<file path="src/rtl/abm_pkg.sv">
// Shared types and constants for the allocation bitmap block.
// Request kind codes and the per-byte evaluation result; no dependencies.
`timescale 1ns / 1ps

package abm_pkg;

	// request kinds carried on the input tuser
	typedef enum logic [2:0] {
		KIND_TEST  = 3'd0,
		KIND_ALLOC = 3'd1,
		KIND_FIND  = 3'd2,
		KIND_COUNT = 3'd3,
		KIND_CLEAR = 3'd4
	} kind_t;

	// evaluation of one bitmap byte
	typedef struct packed {
		logic       has_free;  // some bit clear after forcing
		logic [2:0] free_pos;  // lowest clear bit
		logic [3:0] ones;      // set bits in the raw byte
	} byte_eval_t;

	localparam int unsigned OUT_TDATA_W = 32;

endpackage

</file>
<file path="src/rtl/allocation_bitmap_first_free.sv">
// Allocation bitmap with first-free search; top level.
// Depends on abm_pkg, abm_ram and abm_byte_eval.
//
// Usage:
//   Requests enter on the s_axis channel: tuser carries the kind (test,
//   allocate, find first free, count allocated, clear) and tdata the slot
//   index. Every request gives exactly one result item on m_axis.
//   Test and allocate read one byte, then select the bit or write the
//   byte back. Find first free reads bytes from the one that holds the
//   slot until a free bit turns up or the map ends; count allocated reads
//   every byte; clear map writes zero to every byte. Out of range test,
//   allocate and find requests and unused kinds go straight to the result.
//   Search and count walk the byte store one byte per cycle through its
//   single read port.
//   One request is in flight at a time. A new request is taken as soon as
//   the previous one has reached the output register, even while that
//   result is still waiting on m_axis_tready; a stalled receiver then holds
//   the next result inside until the output register frees up.
//   Reset: arst_n clears control state and starts a clearing pass that
//   writes zero to all (MAP_BITS+7)/8 bytes, one per cycle; s_axis_tready stays
//   low for those cycles.
`timescale 1ns / 1ps

module allocation_bitmap_first_free
	import abm_pkg::*;
#(
	parameter int unsigned MAP_BITS = 4096
) (
	input  logic                   clk,
	input  logic                   arst_n,
	input  logic                   s_axis_tvalid,
	output logic                   s_axis_tready,
	input  logic [15:0]            s_axis_tdata,  // [15:0] slot_index
	input  logic [2:0]             s_axis_tuser,  // [2:0] kind
	output logic                   m_axis_tvalid,
	input  logic                   m_axis_tready,
	// [0] is_allocated, [1] found, [13:2] found_index,
	// [26:14] allocated_count, [31:27] zero
	output logic [OUT_TDATA_W-1:0] m_axis_tdata
);

	localparam int unsigned MAP_BYTES = (MAP_BITS + 7) / 8;
	localparam int unsigned AW        = (MAP_BYTES > 1) ? $clog2(MAP_BYTES) : 1;
	localparam int unsigned CW        = $clog2(MAP_BITS + 1);
	localparam int unsigned TAIL_BITS = MAP_BITS % 8;
	localparam logic [7:0]  TAIL_MASK = (TAIL_BITS == 0) ? 8'hFF :
		8'((1 << TAIL_BITS) - 1);
	localparam logic [AW-1:0] LAST_ADDR = AW'(MAP_BYTES - 1);

	typedef enum logic [4:0] {
		ST_CLEAR = 5'b00001,
		ST_IDLE  = 5'b00010,
		ST_BIT   = 5'b00100,
		ST_SCAN  = 5'b01000,
		ST_RESP  = 5'b10000
	} state_t;

	state_t        state_q;
	kind_t         kind_q;
	logic [15:0]   idx_q;
	logic [AW-1:0] cur_q;
	logic          first_q;
	logic          clr_resp_q;
	logic [CW-1:0] cnt_q;
	logic          res_alloc_q;
	logic          res_found_q;
	logic [11:0]   res_fidx_q;
	logic [12:0]   res_cnt_q;
	logic          out_valid_q;
	logic [OUT_TDATA_W-1:0] out_data_q;

	logic          accept;
	logic          in_range;
	logic          at_last;
	logic          out_free;
	logic          mem_we;
	logic [AW-1:0] mem_waddr;
	logic [7:0]    mem_wdata;
	logic          mem_re;
	logic [AW-1:0] mem_raddr;
	logic [7:0]    mem_rdata;
	logic [7:0]    force_used;
	byte_eval_t    ev;
	logic [CW-1:0] cnt_next;
	logic [15:0]   fidx16;
	logic [16:0]   cnt17;

	assign s_axis_tready = (state_q == ST_IDLE);
	assign accept        = s_axis_tvalid && s_axis_tready;
	assign in_range      = {1'b0, s_axis_tdata} < 17'(MAP_BITS);
	assign at_last       = (cur_q == LAST_ADDR);
	assign out_free      = !out_valid_q || m_axis_tready;
	assign m_axis_tvalid = out_valid_q;
	assign m_axis_tdata  = out_data_q;

	// memory port control
	always_comb begin
		mem_we    = 1'b0;
		mem_waddr = cur_q;
		mem_wdata = 8'd0;
		mem_re    = 1'b0;
		mem_raddr = cur_q + AW'(1);
		unique case (state_q)
			ST_CLEAR: begin
				mem_we = 1'b1;
			end
			ST_IDLE: begin
				mem_re    = accept;
				mem_raddr = (kind_t'(s_axis_tuser) == KIND_COUNT) ? '0 :
					s_axis_tdata[AW+2:3];
			end
			ST_BIT: begin
				mem_we    = (kind_q == KIND_ALLOC);
				mem_wdata = mem_rdata | (8'd1 << idx_q[2:0]);
			end
			ST_SCAN: begin
				mem_re = !at_last;
			end
			ST_RESP: begin
			end
			default: begin
			end
		endcase
	end

	abm_ram #(
		.DEPTH(MAP_BYTES),
		.AW   (AW)
	) u_ram (
		.clk  (clk),
		.we   (mem_we),
		.waddr(mem_waddr),
		.wdata(mem_wdata),
		.re   (mem_re),
		.raddr(mem_raddr),
		.rdata(mem_rdata)
	);

	// bits below the search start and past the map end count as used
	always_comb begin
		force_used = 8'd0;
		if (first_q && kind_q == KIND_FIND) begin
			force_used = force_used | ~(8'hFF << idx_q[2:0]);
		end
		if (at_last) begin
			force_used = force_used | ~TAIL_MASK;
		end
	end

	abm_byte_eval u_eval (
		.data      (mem_rdata),
		.force_used(force_used),
		.ev        (ev)
	);

	assign cnt_next = cnt_q + CW'(ev.ones);
	assign fidx16   = 16'({cur_q, ev.free_pos});
	assign cnt17    = 17'(cnt_next);

	// sequencer
	always_ff @(posedge clk or negedge arst_n) begin
		if (!arst_n) begin
			state_q    <= ST_CLEAR;
			cur_q      <= '0;
			clr_resp_q <= 1'b0;
		end else begin
			unique case (state_q)
				ST_CLEAR: begin
					cur_q <= cur_q + AW'(1);
					if (at_last) begin
						cur_q   <= '0;
						state_q <= clr_resp_q ? ST_RESP : ST_IDLE;
					end
				end
				ST_IDLE: begin
					if (accept) begin
						clr_resp_q <= 1'b0;
						cur_q      <= s_axis_tdata[AW+2:3];
						state_q    <= ST_RESP;
						case (kind_t'(s_axis_tuser))
							KIND_TEST, KIND_ALLOC, KIND_FIND: begin
								if (in_range) begin
									state_q <= (kind_t'(s_axis_tuser) == KIND_FIND) ?
										ST_SCAN : ST_BIT;
								end
							end
							KIND_COUNT: begin
								cur_q   <= '0;
								state_q <= ST_SCAN;
							end
							KIND_CLEAR: begin
								cur_q      <= '0;
								clr_resp_q <= 1'b1;
								state_q    <= ST_CLEAR;
							end
							default: begin
							end
						endcase
					end
				end
				ST_BIT: begin
					state_q <= ST_RESP;
				end
				ST_SCAN: begin
					cur_q <= cur_q + AW'(1);
					if (at_last || (kind_q == KIND_FIND && ev.has_free)) begin
						state_q <= ST_RESP;
					end
				end
				ST_RESP: begin
					if (out_free) begin
						state_q <= ST_IDLE;
					end
				end
				default: begin
					state_q <= ST_IDLE;
				end
			endcase
		end
	end

	// request payload and result fields
	always_ff @(posedge clk) begin
		if (accept) begin
			kind_q      <= kind_t'(s_axis_tuser);
			idx_q       <= s_axis_tdata;
			first_q     <= 1'b1;
			cnt_q       <= '0;
			res_alloc_q <= (kind_t'(s_axis_tuser) == KIND_TEST) && !in_range;
			res_found_q <= 1'b0;
			res_fidx_q  <= 12'd0;
			res_cnt_q   <= 13'd0;
		end
		if (state_q == ST_BIT && kind_q == KIND_TEST) begin
			res_alloc_q <= mem_rdata[idx_q[2:0]];
		end
		if (state_q == ST_SCAN) begin
			first_q <= 1'b0;
			cnt_q   <= cnt_next;
			if (kind_q == KIND_FIND && ev.has_free) begin
				res_found_q <= 1'b1;
				res_fidx_q  <= fidx16[11:0];
			end
			if (kind_q == KIND_COUNT && at_last) begin
				res_cnt_q <= cnt17[12:0];
			end
		end
	end

	// output register
	always_ff @(posedge clk or negedge arst_n) begin
		if (!arst_n) begin
			out_valid_q <= 1'b0;
		end else if (state_q == ST_RESP && out_free) begin
			out_valid_q <= 1'b1;
		end else if (m_axis_tready) begin
			out_valid_q <= 1'b0;
		end
	end

	always_ff @(posedge clk) begin
		if (state_q == ST_RESP && out_free) begin
			out_data_q <= OUT_TDATA_W'({res_cnt_q, res_fidx_q, res_found_q, res_alloc_q});
		end
	end

endmodule

</file>
<file path="src/rtl/abm_ram.sv">
// Byte-wide single-port-write, single-port-read bitmap store.
// Read data is registered. Uses no package items.
`timescale 1ns / 1ps

module abm_ram #(
	parameter int unsigned DEPTH = 512,
	parameter int unsigned AW    = 9
) (
	input  logic          clk,
	input  logic          we,
	input  logic [AW-1:0] waddr,
	input  logic [7:0]    wdata,
	input  logic          re,
	input  logic [AW-1:0] raddr,
	output logic [7:0]    rdata
);

	logic [7:0] mem [DEPTH];

	// write port
	always_ff @(posedge clk) begin
		if (we) begin
			mem[waddr] <= wdata;
		end
	end

	// registered read port
	always_ff @(posedge clk) begin
		if (re) begin
			rdata <= mem[raddr];
		end
	end

endmodule

</file>
<file path="src/rtl/abm_byte_eval.sv">
// Per-byte evaluation: lowest free bit after a forced-used mask, and popcount.
// Depends on abm_pkg for the result struct.
`timescale 1ns / 1ps

module abm_byte_eval
	import abm_pkg::*;
(
	input  logic [7:0]  data,
	input  logic [7:0]  force_used,
	output byte_eval_t  ev
);

	logic [7:0] busy;

	// priority search from bit 0 and bit count
	always_comb begin
		busy        = data | force_used;
		ev.has_free = 1'b0;
		ev.free_pos = 3'd0;
		ev.ones     = 4'd0;
		for (int b = 7; b >= 0; b--) begin
			if (!busy[b]) begin
				ev.has_free = 1'b1;
				ev.free_pos = 3'(b);
			end
		end
		for (int b = 0; b < 8; b++) begin
			ev.ones = ev.ones + 4'(data[b]);
		end
	end

endmodule

</file>
<file path="config.mk">
export PLATFORM = sky130hd
export DESIGN_NAME = allocation_bitmap_first_free
export DESIGN_NICKNAME = d
export VERILOG_FILES = /design/src/rtl/abm_pkg.sv /design/src/rtl/allocation_bitmap_first_free.sv /design/src/rtl/abm_ram.sv /design/src/rtl/abm_byte_eval.sv
export SDC_FILE = /design/constraint.sdc
export NUM_CORES = 2
export LEC_CHECK = 0
export ABC_CLOCK_PERIOD_IN_PS = 21000
export BUFFER_PORTS_ARGS = -buffer_cell sky130_fd_sc_hd__buf_2
export CAP_MARGIN = 20
export CORE_MARGIN = 4
export CORE_UTILIZATION = 40
export CTS_BUF_LIST = sky130_fd_sc_hd__clkbuf_2 sky130_fd_sc_hd__clkbuf_4 sky130_fd_sc_hd__clkbuf_8
export DETAILED_ROUTE_END_ITERATION = 16
export PLACE_DENSITY = 0.57
export REMOVE_ABC_BUFFERS = 1
export SLEW_MARGIN = 20
export SYNTH_ARGS = -nofsm -noshare
export SYNTH_HDL_FRONTEND = slang
export SYNTH_HIERARCHICAL = 1
export SYNTH_SLANG_ARGS = --single-unit
</file>
<file path="constraint.sdc">
create_clock -name clk -period 21 [get_ports clk]
set_input_delay 1.05 -clock clk [delete_from_list [all_inputs] [get_ports clk]]
set_output_delay 1.05 -clock clk [all_outputs]
set_load 0.01 [all_outputs]
</file>
==> parameters.txt <==
Parameter                              Value

Outcome
  Run status    finished clean

GRT
  Overflow left after global routing    0
  Maximum number of pins on one net before global-route repair    around 210
  Antenna violations before repair    19
  Via count of the first global-routing pass    ~86000
  Global-route wire length before repair    ~630000 um
  Global-route total usage across every layer    0.204

Worst hold path
  Path class of the lowest-slack min-delay path    input port to register

Timing
  Final Max Slew Viols    0
  Transition time of the tightest slew-check pin    between 1 and 1.5 ns
  Share of the clock period used by the worst path    0.377
  Hold Worst Slack    about 0.12 ns
  Headroom to the max-slew limit    0.205
  Fmax    126 MHz
  Number of endpoints with negative hold slack in the final report    0
  Final Skew    0.0750 ns
  Number of endpoints failing setup at the final stage    0
  Unrepaired setup endpoints after global routing    false
  Clock period minus final worst setup slack    a little under 8 ns
  Final setup TNS    0 ns

Clock tree
  CTS-repair resized insts    0
  Clock latency at the later pin of the worst-skew pair    about 1.2 ns
  Post CTS Setup Buffer Count    0
  TritonCTS clock tree    built
  Sink Count    ~4200
  Htree depth    6
  Number of buffers created by CTS    681
  Cell at the root of the clock tree    sky130_fd_sc_hd__clkbuf_8
  Buffers from clock root to sink, at most    4
  Post-CTS Hold Fix Bufs    2
  Clock transition at path regs    around 0.070 ns

Floorplan
  DIE AREA    ~0.42 mm2
  Num rows    235
  Die height    about 650 um
  Horizontal extent of the die    ~650 um
  I/O pin count    57
  Std-Cell Core Area    between 0.4 and 0.5 mm2
  Effective utilization at floorplan    0.401

Route
  Remaining antenna violation count    0
  Number of DRC violations after detailed-routing iteration 0    about 9300
  Pre-Repair DR Iteration Count    6
  Total number of vias    about 85000
  Remaining DRCs    0
  Aggregate routed wire length    around 440000 um
  DR WL/cell    29.8 um
  Via/cell ratio    5.78

Critical path
  Signal arrival time at the worst endpoint    approximately 9.0 ns
  Endpoint of the worst-slack reg-to-reg timing path    u_ram/rdata[0]
  FF-to-FF path depth    16
  Critical path launch point type    register
  Critical path capture point type    register
  Worst flop-to-flop path startpoint    state_q[0]
  Worst endpoint required time    between 20 and 25 ns
  Crit-path max cell delay    slightly below 0.9 ns
  R2R Setup Slk    approximately 13 ns
  CP dominant cell by count    sky130_fd_sc_hd__buf_4
  Crit path max-delay cell type    sky130_fd_sc_hd__buf_4
  Worst Path Max Fanout    roughly 100
  Beginning of the critical path    state_q[0]
  Critical path type    register to register
  Critical path destination    u_ram/rdata[0]
  Cell breakdown of the critical path    nor2_1, nand3_2, a21oi_1, a21oi_4, buf_4, buf_12, buf_4, buf_4, buf_4, mux2i_1, o221ai_1, o22ai_1, o21ai_0, nand4_1, nand2_1, o2111a_1

Logic synthesis
  Number of register bits inferred by synthesis    ~4200
  Simple-gate portion of the synthesized area    0.0294
  Mux contribution to synthesized area    0.138
  Fraction of post-synthesis cell area in the top cell type by area    0.758
  Synth Area in Adders    0.00129
  Top flip-flop cell by instance count after synthesis    sky130_fd_sc_hd__edfxtp_1
  Largest area contributor in the netlist    sky130_fd_sc_hd__edfxtp_1
  Proportion of synthesized chip area in sequential cells    0.764
  Number of instances in the synthesized netlist    roughly 8400
  Yosys warning total    6
  Number of different library cells in the post-synthesis netlist    80
  Async S/R FF share, synth    0.00381
  XOR/XNOR Fraction of Synth Area    0.000959
  Area fraction in compound gates after synthesis    0.0468
  EDFF count, synth    a little over 4000
  Area contributors post-synth    sky130_fd_sc_hd__edfxtp_1 (76%), sky130_fd_sc_hd__mux4_2 (9.0%), sky130_fd_sc_hd__mux2i_1 (4.9%)
  Syn Area/Cell    between 15 and 20 um2
  Main combinational cell family by area after synthesis    multiplexers
  Netlist area before placement    0.164 mm2

Flow run
  Max-cap viol count    0

Placed design
  Routability cong.    0.846
  Quantity of I/O buffers inserted on ports    51
  Half-perimeter wire length after detailed placement    257000 um

Power and ir drop
  Largest vdd supply drop    0.243 mV
  Power density of the placed cells    between 100 and 150 mW/mm2
  Leak    67.7 nW

Layout
  Top library cells by usage in the layout, fill and taps aside    sky130_fd_sc_hd__edfxtp_1 (4151), sky130_fd_sc_hd__mux2i_1 (798), sky130_fd_sc_hd__clkbuf_8 (691)
  Fraction of layout instances using a drive strength above 1    0.213
  Most common cell after layout, fill and taps aside    sky130_fd_sc_hd__edfxtp_1
  Area added between synthesis and finish    11.5%
  Nets    8836
## where the power goes
part	total, W	internal, W	switching (W)	leakage [nW]
logic	0.00767	0.00242	0.00525	12.7
clock network	0.00684	0.00362	0.00322	6.88
registers	0.00920	0.00912	0.0000807	48.2
## flip-flops by register name (all words and copies together) (netlist names)
| register | flops |
|---|---|
| cur_q | 9 |
| res_alloc_q | 1 |
| kind_q | 3 |
| u_ram/mem | 4096 |
| idx_q | 3 |
| cnt_q | 13 |
| res_fidx_q | 12 |
| res_found_q | 1 |
| first_q | 1 |
| state_q | 5 |
| clr_resp_q | 1 |
| m_axis_tdata | 27 |
| res_cnt_q | 13 |
| m_axis_tvalid | 1 |
| u_ram/rdata | 8 |
## worst min-delay path by stage
stage / cells after the start / from / slack [ns] / to
floorplan: 0 / res_alloc_q / 0.40 / m_axis_tdata[0]
global placement: 0 / res_fidx_q[7] / 0.44 / m_axis_tdata[9]
detailed placement: 0 / res_fidx_q[10] / 0.43 / m_axis_tdata[12]
CTS: 2 / s_axis_tvalid / 0.009 / state_q[1]
global route: 2 / s_axis_tvalid / 0.1 / state_q[1]
finish: 2 / s_axis_tvalid / 0.12 / state_q[1]
## per-layer routing
metal	track usage	wire (um)	vias up
met4	0.0723	15600	4
met2	0.326	211000	3583
met5	0	23	-
li1	-	-	35800
met1	0.281	183000	45300
met3	0.0360	31900	802
## logic make-up after synthesis
logic type / after synthesis
xor gates and xnor gates: 18
AOI/OAI and AO/OA: 1082
muxes: 1454
and+or+nand+nor: 1110
adders and majority gates: 14
other: 1
buffers and inverters: 562
DFF: 4194
## layout make-up
| type | instances | area, um2 |
|---|---|---|
| diodes | 8 | 20.0 |
| clock buffers | 914 | 11200 |
| clock inverters | 291 | 1850 |
| fillers | 34800 | 226000 |
| inverters | 30 | 123 |
| multi-input cells | 3685 | 36100 |
| flip-flops and latches | 4194 | 126000 |
| well taps | 5451 | 6820 |
| repair buffers | 207 | 1770 |
## metrics by stage
step / cell area (um2) / std cells / worst slack, ns / power, W / util
global placement: 170000 / 13600 / 11.68 / 0.0170 / 0.415
CTS: 183000 / 14800 / 13.10 / 0.0239 / 0.448
global route: 183000 / 14800 / 12.62 / 0.0246 / 0.448
finish: 183000 / 14800 / 13.09 / 0.0237 / 0.448
floorplan: 161000 / 7909 / -98.32 / 0.0155 / -
detailed placement: 170000 / 13600 / 12.24 / 0.0171 / 0.416
## Yosys cell counts (33+ instances only)
library cell and n:
sky130_fd_sc_hd__edfxtp_1 4151, sky130_fd_sc_hd__mux2i_1 798, sky130_fd_sc_hd__mux4_2 656, sky130_fd_sc_hd__nor2_1 649, sky130_fd_sc_hd__o221ai_1 371, sky130_fd_sc_hd__clkbuf_1 271, sky130_fd_sc_hd__a21oi_1 214, sky130_fd_sc_hd__o22ai_1 170
sky130_fd_sc_hd__nand2_1 136, sky130_fd_sc_hd__o21ai_0 134, sky130_fd_sc_hd__nor3_1 114, sky130_fd_sc_hd__buf_4 77, sky130_fd_sc_hd__buf_6 68, sky130_fd_sc_hd__a22oi_1 64, sky130_fd_sc_hd__buf_2 59, sky130_fd_sc_hd__nand3_1 57
sky130_fd_sc_hd__buf_1 41, sky130_fd_sc_hd__nor4_1 39, sky130_fd_sc_hd__nand4_1 33
## critical path: cells and delay by family (launching register included)
kind,cells,cell delay (ns)
compound gates,6,1.47
buf+inv,5,3.81
flops,1,0.63
mux,1,0.19
simple gates,4,1.39
Power figures use the tool's default switching activity.
